===== config.mk =====
export PLATFORM = sky130hd
export DESIGN_NAME = depth_first_graph_walk_unit
export DESIGN_NICKNAME = d
export VERILOG_FILES = /design/src/hdl/dfgw_pkg.sv /design/src/hdl/depth_first_graph_walk_unit.sv /design/src/hdl/dfgw_useq.sv /design/src/hdl/dfgw_datapath.sv
export SDC_FILE = /design/constraint.sdc
export NUM_CORES = 1
export LEC_CHECK = 0
export BUFFER_PORTS_ARGS = -buffer_cell sky130_fd_sc_hd__buf_4
export CAP_MARGIN = 10
export CORE_MARGIN = 1.5
export CORE_UTILIZATION = 52
export CTS_CLUSTER_SIZE = 10
export DETAILED_ROUTE_END_ITERATION = 8
export PLACE_DENSITY = 0.77
export SETUP_SLACK_MARGIN = 0.02
export SLEW_MARGIN = 40
export SYNTH_ARGS = -nofsm -noshare
export SYNTH_HDL_FRONTEND = slang
export SYNTH_SLANG_ARGS = --single-unit

===== constraint.sdc =====
create_clock -name clk -period 12 [get_ports clk]
set_clock_uncertainty 0.1 [all_clocks]
set_input_delay 2.4 -clock clk [delete_from_list [all_inputs] [get_ports clk]]
set_output_delay 2.4 -clock clk [all_outputs]
set_load 0.005 [all_outputs]

===== src/hdl/dfgw_pkg.sv =====
// Shared types, codes and microcode ROM of the depth-first graph walk unit.
// Depends on nothing; every other file in this folder uses it.
`default_nettype none

package dfgw_pkg;

    // Default sizes for the top-level parameters
    localparam int MAX_VERTICES_DEF = 16;
    localparam int MAX_DEGREE_DEF   = 8;

    // Fixed field widths of the command and result items
    localparam int FUNC_W   = 2;
    localparam int VTX_W    = 4;
    localparam int STATUS_W = 3;
    localparam int NUMV_W   = 5;

    localparam logic [NUMV_W-1:0] NUMV_RESET = 5'd16;

    // Operation codes
    localparam logic [FUNC_W-1:0] FUNC_ADD   = 2'd0;
    localparam logic [FUNC_W-1:0] FUNC_WALK  = 2'd1;
    localparam logic [FUNC_W-1:0] FUNC_CLEAR = 2'd2;
    localparam logic [FUNC_W-1:0] FUNC_NOP   = 2'd3;

    // Result status codes
    localparam logic [STATUS_W-1:0] ST_VISITED = 3'd0;
    localparam logic [STATUS_W-1:0] ST_STORED  = 3'd1;
    localparam logic [STATUS_W-1:0] ST_FULL    = 3'd2;
    localparam logic [STATUS_W-1:0] ST_RANGE   = 3'd3;
    localparam logic [STATUS_W-1:0] ST_CLEARED = 3'd4;

    typedef struct packed {
        logic [FUNC_W-1:0] func;
        logic [VTX_W-1:0]  from_vertex;
        logic [VTX_W-1:0]  to_vertex;
        logic [VTX_W-1:0]  start_vertex;
    } in_item_t;

    typedef struct packed {
        logic [STATUS_W-1:0] status;
        logic [VTX_W-1:0]    node;
        logic [VTX_W-1:0]    reached_from;
        logic                is_root;
        logic                last;
    } out_item_t;

    // Datapath actions, one per microcode step
    typedef enum logic [2:0] {
        ACT_NONE,
        ACT_ADD,
        ACT_CLEAR,
        ACT_WINIT,
        ACT_LOAD,
        ACT_CHECK,
        ACT_VISIT,
        ACT_FINISH
    } act_t;

    // Jump conditions
    typedef enum logic [1:0] {
        COND_ALWAYS,
        COND_START_BAD,
        COND_STACK_EMPTY,
        COND_SLOT_DONE
    } cond_t;

    typedef logic [2:0] upc_t;

    localparam upc_t UPC_IDLE   = 3'd0;
    localparam upc_t UPC_ADD    = 3'd1;
    localparam upc_t UPC_CLEAR  = 3'd2;
    localparam upc_t UPC_WINIT  = 3'd3;
    localparam upc_t UPC_LOAD   = 3'd4;
    localparam upc_t UPC_CHECK  = 3'd5;
    localparam upc_t UPC_VISIT  = 3'd6;
    localparam upc_t UPC_FINISH = 3'd7;

    // One control word: dispatch on a new item, or act then jump on cond
    typedef struct packed {
        logic  dispatch;
        act_t  act;
        cond_t cond;
        upc_t  target;
    } ucode_t;

    typedef struct packed {
        logic load_cmd;
        act_t act;
    } ctrl_t;

    typedef struct packed {
        logic start_bad;
        logic stack_empty;
        logic slot_done;
    } flags_t;

    function automatic ucode_t ucode_rom(input upc_t upc);
        ucode_t w;
        case (upc)
            UPC_IDLE:   w = '{1'b1, ACT_NONE,   COND_ALWAYS,      UPC_IDLE};
            UPC_ADD:    w = '{1'b0, ACT_ADD,    COND_ALWAYS,      UPC_IDLE};
            UPC_CLEAR:  w = '{1'b0, ACT_CLEAR,  COND_ALWAYS,      UPC_IDLE};
            UPC_WINIT:  w = '{1'b0, ACT_WINIT,  COND_START_BAD,   UPC_IDLE};
            UPC_LOAD:   w = '{1'b0, ACT_LOAD,   COND_STACK_EMPTY, UPC_FINISH};
            UPC_CHECK:  w = '{1'b0, ACT_CHECK,  COND_SLOT_DONE,   UPC_LOAD};
            UPC_VISIT:  w = '{1'b0, ACT_VISIT,  COND_ALWAYS,      UPC_LOAD};
            UPC_FINISH: w = '{1'b0, ACT_FINISH, COND_ALWAYS,      UPC_IDLE};
            default:    w = '{1'b1, ACT_NONE,   COND_ALWAYS,      UPC_IDLE};
        endcase
        return w;
    endfunction

    function automatic upc_t dispatch_entry(input logic [FUNC_W-1:0] func);
        upc_t e;
        case (func)
            FUNC_ADD:   e = UPC_ADD;
            FUNC_WALK:  e = UPC_WINIT;
            FUNC_CLEAR: e = UPC_CLEAR;
            default:    e = UPC_IDLE;
        endcase
        return e;
    endfunction

    function automatic out_item_t status_item(input logic [STATUS_W-1:0] st);
        out_item_t r;
        r              = '0;
        r.status       = st;
        r.last         = 1'b1;
        return r;
    endfunction

endpackage

`default_nettype wire


===== src/hdl/depth_first_graph_walk_unit.sv =====
// Top level of the depth-first graph walk unit: APB register and block wiring.
// Depends on dfgw_pkg, dfgw_useq and dfgw_datapath.
`default_nettype none

// Usage
//   Command channel: drive command and raise start; the item is taken at the
//   clock edge where start is high and busy is low. Hold off while busy.
//   Result channel: each result item shows on result for one cycle with done
//   high. The receiver must take it then; there is no backpressure.
//   Register: num_vertices at byte address 0 over the APB port, which the user
//   must write only while busy is low and no result is still due (not enforced).
// Sequence
//   Add edge and clear: one result, registered from the ADD or CLEAR step.
//   Walk: each stack step runs LOAD, CHECK and, for an edge, VISIT in the
//   microcode, with one read of the neighbour memory per edge.
//   A visit result is held back until the next visit or the end of the walk so
//   that the last flag is known.
//   A new item can be taken as soon as busy is low.
// Reset
//   rst_n clears the step counter, degree counts, visit marks, stack depth and
//   the result strobe, and sets num_vertices to 16. The neighbour memory and
//   stack entries are not cleared; only written entries are ever read.

module depth_first_graph_walk_unit
#(
    parameter int MAX_VERTICES = dfgw_pkg::MAX_VERTICES_DEF,
    parameter int MAX_DEGREE   = dfgw_pkg::MAX_DEGREE_DEF
)
(
    input  wire logic                 clk,
    input  wire logic                 rst_n,
    // Command channel
    input  wire logic                 start,
    output logic                      busy,
    input  wire dfgw_pkg::in_item_t   command,
    // Result channel
    output logic                      done,
    output dfgw_pkg::out_item_t       result,
    // Register port
    input  wire logic                 psel,
    input  wire logic                 penable,
    input  wire logic                 pwrite,
    input  wire logic [2:0]           paddr,
    input  wire logic [31:0]          pwdata,
    output logic [31:0]               prdata,
    output logic                      pready
);

    logic [dfgw_pkg::NUMV_W-1:0] num_vertices_reg;
    logic [dfgw_pkg::NUMV_W-1:0] num_vertices_next;
    logic                        reg_write;
    dfgw_pkg::ctrl_t             ctrl;
    dfgw_pkg::flags_t            flags;

    // Register 0 sits at byte address 0; address bit 2 picks the register
    assign pready    = 1'b1;
    assign reg_write = psel & penable & pwrite & pready & ~paddr[2];

    always_comb
    begin
        num_vertices_next = reg_write ? pwdata[dfgw_pkg::NUMV_W-1:0] : num_vertices_reg;
    end

    always_ff @(posedge clk or negedge rst_n)
    begin
        if (!rst_n)
        begin
            num_vertices_reg <= dfgw_pkg::NUMV_RESET;
        end
        else
        begin
            num_vertices_reg <= num_vertices_next;
        end
    end

    always_comb
    begin
        prdata = '0;
        if (!paddr[2])
        begin
            prdata[dfgw_pkg::NUMV_W-1:0] = num_vertices_reg;
        end
    end

    // Step counter and control ROM
    dfgw_useq u_useq
    (
        .clk   (clk),
        .rst_n (rst_n),
        .start (start),
        .func  (command.func),
        .flags (flags),
        .busy  (busy),
        .ctrl  (ctrl)
    );

    // Storage and result register
    dfgw_datapath
    #(
        .MAX_VERTICES (MAX_VERTICES),
        .MAX_DEGREE   (MAX_DEGREE)
    )
    u_datapath
    (
        .clk          (clk),
        .rst_n        (rst_n),
        .ctrl         (ctrl),
        .command      (command),
        .num_vertices (num_vertices_reg),
        .flags        (flags),
        .done         (done),
        .result       (result)
    );

endmodule

`default_nettype wire


===== src/hdl/dfgw_useq.sv =====
// Microcode sequencer: step counter, control ROM and conditional jumps.
// Depends on dfgw_pkg.
`default_nettype none

module dfgw_useq
(
    input  wire logic                         clk,
    input  wire logic                         rst_n,
    input  wire logic                         start,
    input  wire logic [dfgw_pkg::FUNC_W-1:0]  func,
    input  wire dfgw_pkg::flags_t             flags,
    output logic                              busy,
    output dfgw_pkg::ctrl_t                   ctrl
);

    dfgw_pkg::upc_t   upc_reg;
    dfgw_pkg::upc_t   upc_next;
    dfgw_pkg::ucode_t uword;
    logic             cond_hit;

    assign uword = dfgw_pkg::ucode_rom(upc_reg);

    // Next step
    always_comb
    begin
        case (uword.cond)
            dfgw_pkg::COND_ALWAYS:      cond_hit = 1'b1;
            dfgw_pkg::COND_START_BAD:   cond_hit = flags.start_bad;
            dfgw_pkg::COND_STACK_EMPTY: cond_hit = flags.stack_empty;
            dfgw_pkg::COND_SLOT_DONE:   cond_hit = flags.slot_done;
            default:                    cond_hit = 1'b1;
        endcase

        if (uword.dispatch)
        begin
            upc_next = start ? dfgw_pkg::dispatch_entry(func) : upc_reg;
        end
        else if (cond_hit)
        begin
            upc_next = uword.target;
        end
        else
        begin
            upc_next = dfgw_pkg::upc_t'(upc_reg + 3'd1);
        end
    end

    // Control outputs
    always_comb
    begin
        busy          = ~uword.dispatch;
        ctrl.load_cmd = uword.dispatch & start;
        ctrl.act      = uword.act;
    end

    always_ff @(posedge clk or negedge rst_n)
    begin
        if (!rst_n)
        begin
            upc_reg <= dfgw_pkg::UPC_IDLE;
        end
        else
        begin
            upc_reg <= upc_next;
        end
    end

endmodule

`default_nettype wire


===== src/hdl/dfgw_datapath.sv =====
// Datapath: adjacency memory, degree counts, visit marks, walk stack, result register.
// Depends on dfgw_pkg; driven by the control word from dfgw_useq.
`default_nettype none

module dfgw_datapath
#(
    parameter int MAX_VERTICES = dfgw_pkg::MAX_VERTICES_DEF,
    parameter int MAX_DEGREE   = dfgw_pkg::MAX_DEGREE_DEF
)
(
    input  wire logic                         clk,
    input  wire logic                         rst_n,
    input  wire dfgw_pkg::ctrl_t              ctrl,
    input  wire dfgw_pkg::in_item_t           command,
    input  wire logic [dfgw_pkg::NUMV_W-1:0]  num_vertices,
    output dfgw_pkg::flags_t                  flags,
    output logic                              done,
    output dfgw_pkg::out_item_t               result
);

    localparam int VW        = $clog2(MAX_VERTICES);
    localparam int SDW       = $clog2(MAX_VERTICES + 1);
    localparam int DW        = $clog2(MAX_DEGREE + 1);
    localparam int MEM_DEPTH = MAX_VERTICES * MAX_DEGREE;
    localparam int AW        = $clog2(MEM_DEPTH);
    localparam int CW        = (SDW > dfgw_pkg::NUMV_W) ? SDW : dfgw_pkg::NUMV_W;

    localparam int XW = dfgw_pkg::VTX_W;

    // Effective vertex count, clamped to 1..MAX_VERTICES
    logic [CW-1:0] nv_raw;
    logic [CW-1:0] nv_c;

    dfgw_pkg::in_item_t  cmd_reg,        cmd_next;
    logic [SDW-1:0]      depth_reg,      depth_next;
    logic [XW-1:0]       v_reg;
    logic [DW-1:0]       s_reg;
    logic [MAX_VERTICES-1:0] visited_reg, visited_next;
    logic [DW-1:0]       degree_reg [MAX_VERTICES];
    logic [DW-1:0]       degree_next [MAX_VERTICES];
    dfgw_pkg::out_item_t pend_reg,       pend_next;
    logic                pend_valid_reg, pend_valid_next;
    dfgw_pkg::out_item_t res_reg,        res_next;
    logic                res_valid_reg,  res_valid_next;

    // Walk stack, written at one place a cycle
    logic [XW-1:0]       stk_vtx_mem  [MAX_VERTICES];
    logic [DW-1:0]       stk_slot_mem [MAX_VERTICES];
    logic                stk_vtx_we;
    logic                stk_slot_we;
    logic                stk_re;
    logic [VW-1:0]       stk_waddr;
    logic [XW-1:0]       stk_wvtx;
    logic [DW-1:0]       stk_wslot;

    // Neighbour store
    logic [XW-1:0]       nbr_mem [MEM_DEPTH];
    logic                nbr_we;
    logic [AW-1:0]       nbr_waddr;
    logic [XW-1:0]       nbr_wdata;
    logic                nbr_re;
    logic [AW-1:0]       nbr_raddr;
    logic [XW-1:0]       nbr_rdata_reg;

    logic [VW-1:0]       from_i;
    logic [VW-1:0]       start_i;
    logic [VW-1:0]       v_i;
    logic [VW-1:0]       w_i;
    logic [VW-1:0]       top_i;
    logic [DW-1:0]       deg_from;
    logic [DW-1:0]       deg_v;
    logic                edge_bad;
    logic                list_full;
    logic                start_bad;
    logic                slot_done;
    logic                w_take;

    always_comb
    begin
        nv_raw = CW'(num_vertices);
        if (nv_raw == '0)
        begin
            nv_c = CW'(1);
        end
        else if (nv_raw > CW'(MAX_VERTICES))
        begin
            nv_c = CW'(MAX_VERTICES);
        end
        else
        begin
            nv_c = nv_raw;
        end
    end

    always_comb
    begin
        from_i    = VW'(cmd_reg.from_vertex);
        start_i   = VW'(cmd_reg.start_vertex);
        v_i       = VW'(v_reg);
        w_i       = VW'(nbr_rdata_reg);
        top_i     = VW'(depth_reg - SDW'(1));
        deg_from  = degree_reg[from_i];
        deg_v     = degree_reg[v_i];
        edge_bad  = (CW'(cmd_reg.from_vertex) >= nv_c) || (CW'(cmd_reg.to_vertex) >= nv_c);
        list_full = deg_from >= DW'(MAX_DEGREE);
        start_bad = CW'(cmd_reg.start_vertex) >= nv_c;
        slot_done = s_reg >= deg_v;
        w_take    = (CW'(nbr_rdata_reg) < nv_c) && !visited_reg[w_i]
                    && (depth_reg < SDW'(MAX_VERTICES));
    end

    assign flags.start_bad   = start_bad;
    assign flags.stack_empty = (depth_reg == '0);
    assign flags.slot_done   = slot_done;

    always_comb
    begin
        cmd_next        = ctrl.load_cmd ? command : cmd_reg;
        depth_next      = depth_reg;
        visited_next    = visited_reg;
        degree_next     = degree_reg;
        pend_next       = pend_reg;
        pend_valid_next = pend_valid_reg;
        res_next        = res_reg;
        res_valid_next  = 1'b0;
        stk_vtx_we      = 1'b0;
        stk_slot_we     = 1'b0;
        stk_re          = 1'b0;
        stk_waddr       = '0;
        stk_wvtx        = '0;
        stk_wslot       = '0;
        nbr_we          = 1'b0;
        nbr_waddr       = '0;
        nbr_wdata       = cmd_reg.to_vertex;
        nbr_re          = 1'b0;
        nbr_raddr       = '0;

        case (ctrl.act)
            dfgw_pkg::ACT_ADD:
            begin
                res_valid_next = 1'b1;
                if (edge_bad)
                begin
                    res_next = dfgw_pkg::status_item(dfgw_pkg::ST_RANGE);
                end
                else if (list_full)
                begin
                    res_next = dfgw_pkg::status_item(dfgw_pkg::ST_FULL);
                end
                else
                begin
                    nbr_we              = 1'b1;
                    nbr_waddr           = AW'(AW'(from_i) * AW'(MAX_DEGREE)) + AW'(deg_from);
                    degree_next[from_i] = DW'(deg_from + DW'(1));
                    res_next            = dfgw_pkg::status_item(dfgw_pkg::ST_STORED);
                end
            end

            dfgw_pkg::ACT_CLEAR:
            begin
                for (int i = 0; i < MAX_VERTICES; i++)
                begin
                    degree_next[i] = '0;
                end
                res_valid_next = 1'b1;
                res_next       = dfgw_pkg::status_item(dfgw_pkg::ST_CLEARED);
            end

            dfgw_pkg::ACT_WINIT:
            begin
                if (start_bad)
                begin
                    res_valid_next = 1'b1;
                    res_next       = dfgw_pkg::status_item(dfgw_pkg::ST_RANGE);
                end
                else
                begin
                    visited_next          = '0;
                    visited_next[start_i] = 1'b1;
                    stk_vtx_we            = 1'b1;
                    stk_slot_we           = 1'b1;
                    stk_waddr             = '0;
                    stk_wvtx              = cmd_reg.start_vertex;
                    stk_wslot             = '0;
                    depth_next            = SDW'(1);
                    pend_valid_next       = 1'b1;
                    pend_next.status       = dfgw_pkg::ST_VISITED;
                    pend_next.node         = cmd_reg.start_vertex;
                    pend_next.reached_from = cmd_reg.start_vertex;
                    pend_next.is_root      = 1'b1;
                    pend_next.last         = 1'b0;
                end
            end

            dfgw_pkg::ACT_LOAD:
            begin
                stk_re = (depth_reg != '0);
            end

            dfgw_pkg::ACT_CHECK:
            begin
                if (slot_done)
                begin
                    depth_next = depth_reg - SDW'(1);
                end
                else
                begin
                    nbr_re      = 1'b1;
                    nbr_raddr   = AW'(AW'(v_i) * AW'(MAX_DEGREE)) + AW'(s_reg);
                    stk_slot_we = 1'b1;
                    stk_waddr   = top_i;
                    stk_wslot   = DW'(s_reg + DW'(1));
                end
            end

            dfgw_pkg::ACT_VISIT:
            begin
                if (w_take)
                begin
                    visited_next[w_i] = 1'b1;
                    stk_vtx_we        = 1'b1;
                    stk_slot_we       = 1'b1;
                    stk_waddr         = VW'(depth_reg);
                    stk_wvtx          = nbr_rdata_reg;
                    stk_wslot         = '0;
                    depth_next        = depth_reg + SDW'(1);
                    // Release the held visit now that another follows it
                    res_valid_next    = pend_valid_reg;
                    res_next          = pend_reg;
                    pend_valid_next   = 1'b1;
                    pend_next.status       = dfgw_pkg::ST_VISITED;
                    pend_next.node         = nbr_rdata_reg;
                    pend_next.reached_from = v_reg;
                    pend_next.is_root      = 1'b0;
                    pend_next.last         = 1'b0;
                end
            end

            dfgw_pkg::ACT_FINISH:
            begin
                res_valid_next  = pend_valid_reg;
                res_next        = pend_reg;
                res_next.last   = 1'b1;
                pend_valid_next = 1'b0;
            end

            default:
            begin
            end
        endcase
    end

    // Control state
    always_ff @(posedge clk or negedge rst_n)
    begin
        if (!rst_n)
        begin
            depth_reg      <= '0;
            visited_reg    <= '0;
            pend_valid_reg <= 1'b0;
            res_valid_reg  <= 1'b0;
            for (int i = 0; i < MAX_VERTICES; i++)
            begin
                degree_reg[i] <= '0;
            end
        end
        else
        begin
            depth_reg      <= depth_next;
            visited_reg    <= visited_next;
            pend_valid_reg <= pend_valid_next;
            res_valid_reg  <= res_valid_next;
            degree_reg     <= degree_next;
        end
    end

    // Payload
    always_ff @(posedge clk)
    begin
        cmd_reg  <= cmd_next;
        pend_reg <= pend_next;
        res_reg  <= res_next;
    end

    // Stack top is read into the vertex and slot registers
    always_ff @(posedge clk)
    begin
        if (stk_vtx_we)
        begin
            stk_vtx_mem[stk_waddr] <= stk_wvtx;
        end
        if (stk_slot_we)
        begin
            stk_slot_mem[stk_waddr] <= stk_wslot;
        end
        if (stk_re)
        begin
            v_reg <= stk_vtx_mem[top_i];
            s_reg <= stk_slot_mem[top_i];
        end
    end

    always_ff @(posedge clk)
    begin
        if (nbr_we)
        begin
            nbr_mem[nbr_waddr] <= nbr_wdata;
        end
        if (nbr_re)
        begin
            nbr_rdata_reg <= nbr_mem[nbr_raddr];
        end
    end

    assign done   = res_valid_reg;
    assign result = res_reg;

endmodule

`default_nettype wire


==> results.py <==
metrics = {
    "layout": {
        "largest_register": "u_datapath.nbr_mem",
        "final_nets": 2503,
        "seq_area_um2": 22980,
        "syn2layout_area_growth_pct": 10.59,
        "mostFrequentLayoutCell": "sky130_fd_sc_hd__edfxtp_1",
        "num_antenna_cells": 0,
        "total_area_of_multi_input_combinational_cells_um2": 10560,
        "largest_register_ffs": 512,
        "layout-drive-gt1-share": 0.1533,
        "fillerInstances": 4800,
        "fin_util": 0.5853,
        "layout.cells.most_common_list": "sky130_fd_sc_hd__edfxtp_1, sky130_fd_sc_hd__nor2_1, sky130_fd_sc_hd__nand2_1, sky130_fd_sc_hd__o21ai_0, sky130_fd_sc_hd__mux4_2",
    },
    "global_route": {
        "antenna_violations_before_repair": 0,
        "grt_first_pass_wirelength_mm": 131.9,
        "maximum_number_of_pins_on_one_net_before_global_route_repair": 89,
        "global_route.usage.total": 0.2590,
        "vias_in_the_first_global_route": 22000,
        "total_congestion_overflow_after_global_routing": 0,
    },
    "sta": {
        "tightestPinTransition_ns": 0.8912,
        "max-slew-margin-rel": 0.4042,
        "rsz0062_at_grt": "false",
        "min_period_over_period": 0.5825,
        "final-setup-viol-count": 0,
        "finalHoldViolations": 0,
        "period_minus_slack_ns": 6.991,
        "achievable_frequency_mhz": 143.1,
        "totalNegativeSetupSlack_ns": 0,
        "timing_max_transition_violations_final": 0,
    },
    "worst_setup_path": {
        "timing.critical_path.from": "u_datapath.v_i[1]$_DFFE_PP_",
        "reg2reg_slack_ns": 5.01,
        "timing.critical_path.fanout_max": 54,
        "worstSetupEndpoint": "u_datapath.nbr_rdata_reg[0]$_DFFE_PP_",
        "timing_worst_setup_path_type": "flop to flop",
        "timing.critical_path.to_type": "flop",
        "worstPathArrival_ns": 7.18,
        "critPathLaunchType": "flop",
        "worst_ep_required_time_ns": 12.19,
        "worst_r2r_endpoint": "u_datapath.nbr_rdata_reg[0]$_DFFE_PP_",
        "ff2ff_path_depth": 19,
        "reg2reg_from": "u_datapath.v_i[1]$_DFFE_PP_",
    },
    "synth": {
        "syn-instance-count": 2381,
        "synth_seq_area_share": 0.6698,
        "dominantRegCellSynth": "sky130_fd_sc_hd__edfxtp_1",
        "syn-cell-area_um2": 34310,
        "synth_async_sr_flop_share": 0.1216,
        "yosys_register_bits": 781,
        "synth_compound_gate_area_share": 0.09414,
        "multiplexer_share_of_the_synthesized_area": 0.1073,
        "synthXorXnorAreaFrac": 0.002808,
        "most_area_hungry_cell_type_in_the_yosys_netlist": "sky130_fd_sc_hd__edfxtp_1",
        "ys_types": 78,
        "largest_family_of_logic_cells_by_synthesized_area": "multiplexers",
        "synth.yosys.warnings": 0,
        "synth_top_cell_area_share": 0.6005,
        "yosys.area_share.simple": 0.08396,
        "syn_area_per_cell_um2": 14.41,
        "synth_enable_flop_cells": 686,
        "synth.top_cells.by_area": "sky130_fd_sc_hd__edfxtp_1, sky130_fd_sc_hd__mux4_2, sky130_fd_sc_hd__dfrtp_1, sky130_fd_sc_hd__nor2_1, sky130_fd_sc_hd__mux2i_1",
        "synthAdderAreaFrac": 0.01422,
    },
    "place": {
        "detailedPlacementHpwl_mm": 54.88,
        "globalplace.congestion": 0.8916,
        "portBuffers": 45,
    },
    "clock_tree": {
        "clk_latency_ns": 0.64,
        "cts_setup_buffers": 0,
        "tritoncts": "done",
        "post_cts_resize_count": 0,
        "cts_hold_buf": 0,
        "cts.clk_slew.worst_paths_ns": 0.05,
        "htreeDepth": 3,
        "clock_sink_count": 781,
        "cts_buffers": 89,
        "cts_max_path_buffers": 3,
        "clock_tree.root_cell": "sky130_fd_sc_hd__clkbuf_16",
    },
    "floorplan": {
        "die_height_um": 259.9,
        "floorplan.die_area_um2": 67520,
        "floorplan.initialDensity": 0.5293,
        "placementRows": 93,
        "area_of_the_placeable_core_um2": 64810,
        "floorplan.die.width_um": 259.9,
        "ios": 103,
    },
    "power_and_ir_drop": {
        "pwr_density_cell_nw_per_um2": 201.7,
        "total_power_mw": 7.652,
        "static-leakage-power_nw": 12.88,
        "ir_worst_vdd_mv": 0.1719,
    },
    "detailed_routing": {
        "drt_first_pass_iters": 8,
        "wire_per_inst_um": 26.36,
        "drt_first_iter_violations": 3018,
        "detail_route.drc_violations": 0,
        "detail_route.wirelength_mm": 87.16,
        "routed-via-count": 21980,
        "detail_route.vias_per_cell": 6.645,
        "ant_nets": 0,
    },
    "status": {
        "run_status": "completed",
    },
    "hold_path": {
        "min_path_type": "flop to flop",
    },
    "flow_run": {
        "max-cap-violations": 0,
    },
}
[through the flow]
step                area, µm²  std cells  hold WS, ns  setup WS, ns
CTS                     37880       3306       0.3978         5.167
global placement        35300       3169       0.3743         5.115
detailed placement      35370       3172       0.3868         5.230
global route            37940       3307       0.4331         4.944
finish                  37940       3307       0.4045         5.009
floorplan               34400       2407       0.3609         6.729
[logic make-up after synthesis]
group / after synthesis
flip-flops: 781
AND/OR/NAND/NOR: 628
AO/OA/AOI/OAI: 487
multiplexers: 227
buffers and inverters: 206
adder cells (fa/ha/maj): 39
XOR/XNOR: 11
other: 2
[critical path, cell delays in order (launching register included)]
cell	delay (ns)
sky130_fd_sc_hd__edfxtp_1	0.66
sky130_fd_sc_hd__buf_6	0.23
sky130_fd_sc_hd__buf_6	0.15
sky130_fd_sc_hd__mux4_2	0.31
sky130_fd_sc_hd__mux4_2	0.47
sky130_fd_sc_hd__inv_1	0.11
sky130_fd_sc_hd__ha_1	0.17
sky130_fd_sc_hd__o211ai_1	0.16
sky130_fd_sc_hd__o211ai_4	0.18
sky130_fd_sc_hd__buf_4	0.65
sky130_fd_sc_hd__inv_2	0.44
sky130_fd_sc_hd__buf_4	0.42
sky130_fd_sc_hd__nand2_2	0.31
sky130_fd_sc_hd__buf_4	0.42
sky130_fd_sc_hd__buf_12	0.30
sky130_fd_sc_hd__mux2_2	0.37
sky130_fd_sc_hd__o221ai_1	0.15
sky130_fd_sc_hd__o21ai_0	0.17
sky130_fd_sc_hd__o21ai_0	0.42
sky130_fd_sc_hd__nand4_1	0.32
[cell type report]
type / count / share of cell area
sequential: 781 / 0.6057
clock inverter: 6 / 0.001946
tap: 855 / 0.02820
inverter: 29 / 0.002869
clock buffer: 128 / 0.06421
timing repair buffer: 88 / 0.01877
multi-input combinational: 1420 / 0.2783
[cell usage after synthesis (24+ instances only)]
library cell	count
sky130_fd_sc_hd__a211oi_1	28
sky130_fd_sc_hd__a21oi_1	66
sky130_fd_sc_hd__buf_1	24
sky130_fd_sc_hd__buf_2	35
sky130_fd_sc_hd__buf_4	28
sky130_fd_sc_hd__clkbuf_1	87
sky130_fd_sc_hd__dfrtp_1	94
sky130_fd_sc_hd__edfxtp_1	686
sky130_fd_sc_hd__ha_1	39
sky130_fd_sc_hd__inv_1	25
sky130_fd_sc_hd__mux2_2	36
sky130_fd_sc_hd__mux2i_1	82
sky130_fd_sc_hd__mux4_2	109
sky130_fd_sc_hd__nand2_1	194
sky130_fd_sc_hd__nand3_1	45
sky130_fd_sc_hd__nor2_1	219
sky130_fd_sc_hd__nor2b_1	28
sky130_fd_sc_hd__nor3_1	38
sky130_fd_sc_hd__o21ai_0	161
sky130_fd_sc_hd__o221ai_1	28
[per-layer routing]
metal  part of all wire  wire, µm  global-route usage
met5                  0         0                   0
met4              0.040      3489              0.1019
met3               0.11      9613             0.05507
met2               0.48     42270              0.4229
met1               0.36     31790              0.3403
[worst min path at each step]
| stage | slack, ns | to | cells past startpoint | startpoint |
|---|---|---|---|---|
| 5_1_grt | 0.43 | u_datapath.degree_reg[55]$_DFFE_PN0P_ | 2 | u_datapath.degree_reg[55]$_DFFE_PN0P_ |
| 4_1_cts | 0.40 | u_datapath.degree_reg[35]$_DFFE_PN0P_ | 2 | u_datapath.degree_reg[35]$_DFFE_PN0P_ |
| 3_5_place_dp | 0.39 | u_datapath.degree_reg[35]$_DFFE_PN0P_ | 2 | u_datapath.degree_reg[35]$_DFFE_PN0P_ |
| 6_report | 0.40 | u_datapath.degree_reg[35]$_DFFE_PN0P_ | 2 | u_datapath.degree_reg[35]$_DFFE_PN0P_ |
| 2_1_floorplan | 0.36 | u_datapath.degree_reg[21]$_DFFE_PN0P_ | 2 | u_datapath.degree_reg[21]$_DFFE_PN0P_ |
| 3_3_place_gp | 0.37 | u_datapath.degree_reg[11]$_DFFE_PN0P_ | 2 | u_datapath.degree_reg[11]$_DFFE_PN0P_ |
[where the power goes]
| part | switching (mW) | internal, mW |
|---|---|---|
| combinational | 1.22 | 0.675 |
| sequential | 0.127 | 3.22 |
| clock | 1.01 | 1.39 |
No activity file was read; power rests on OpenSTA's default activity.
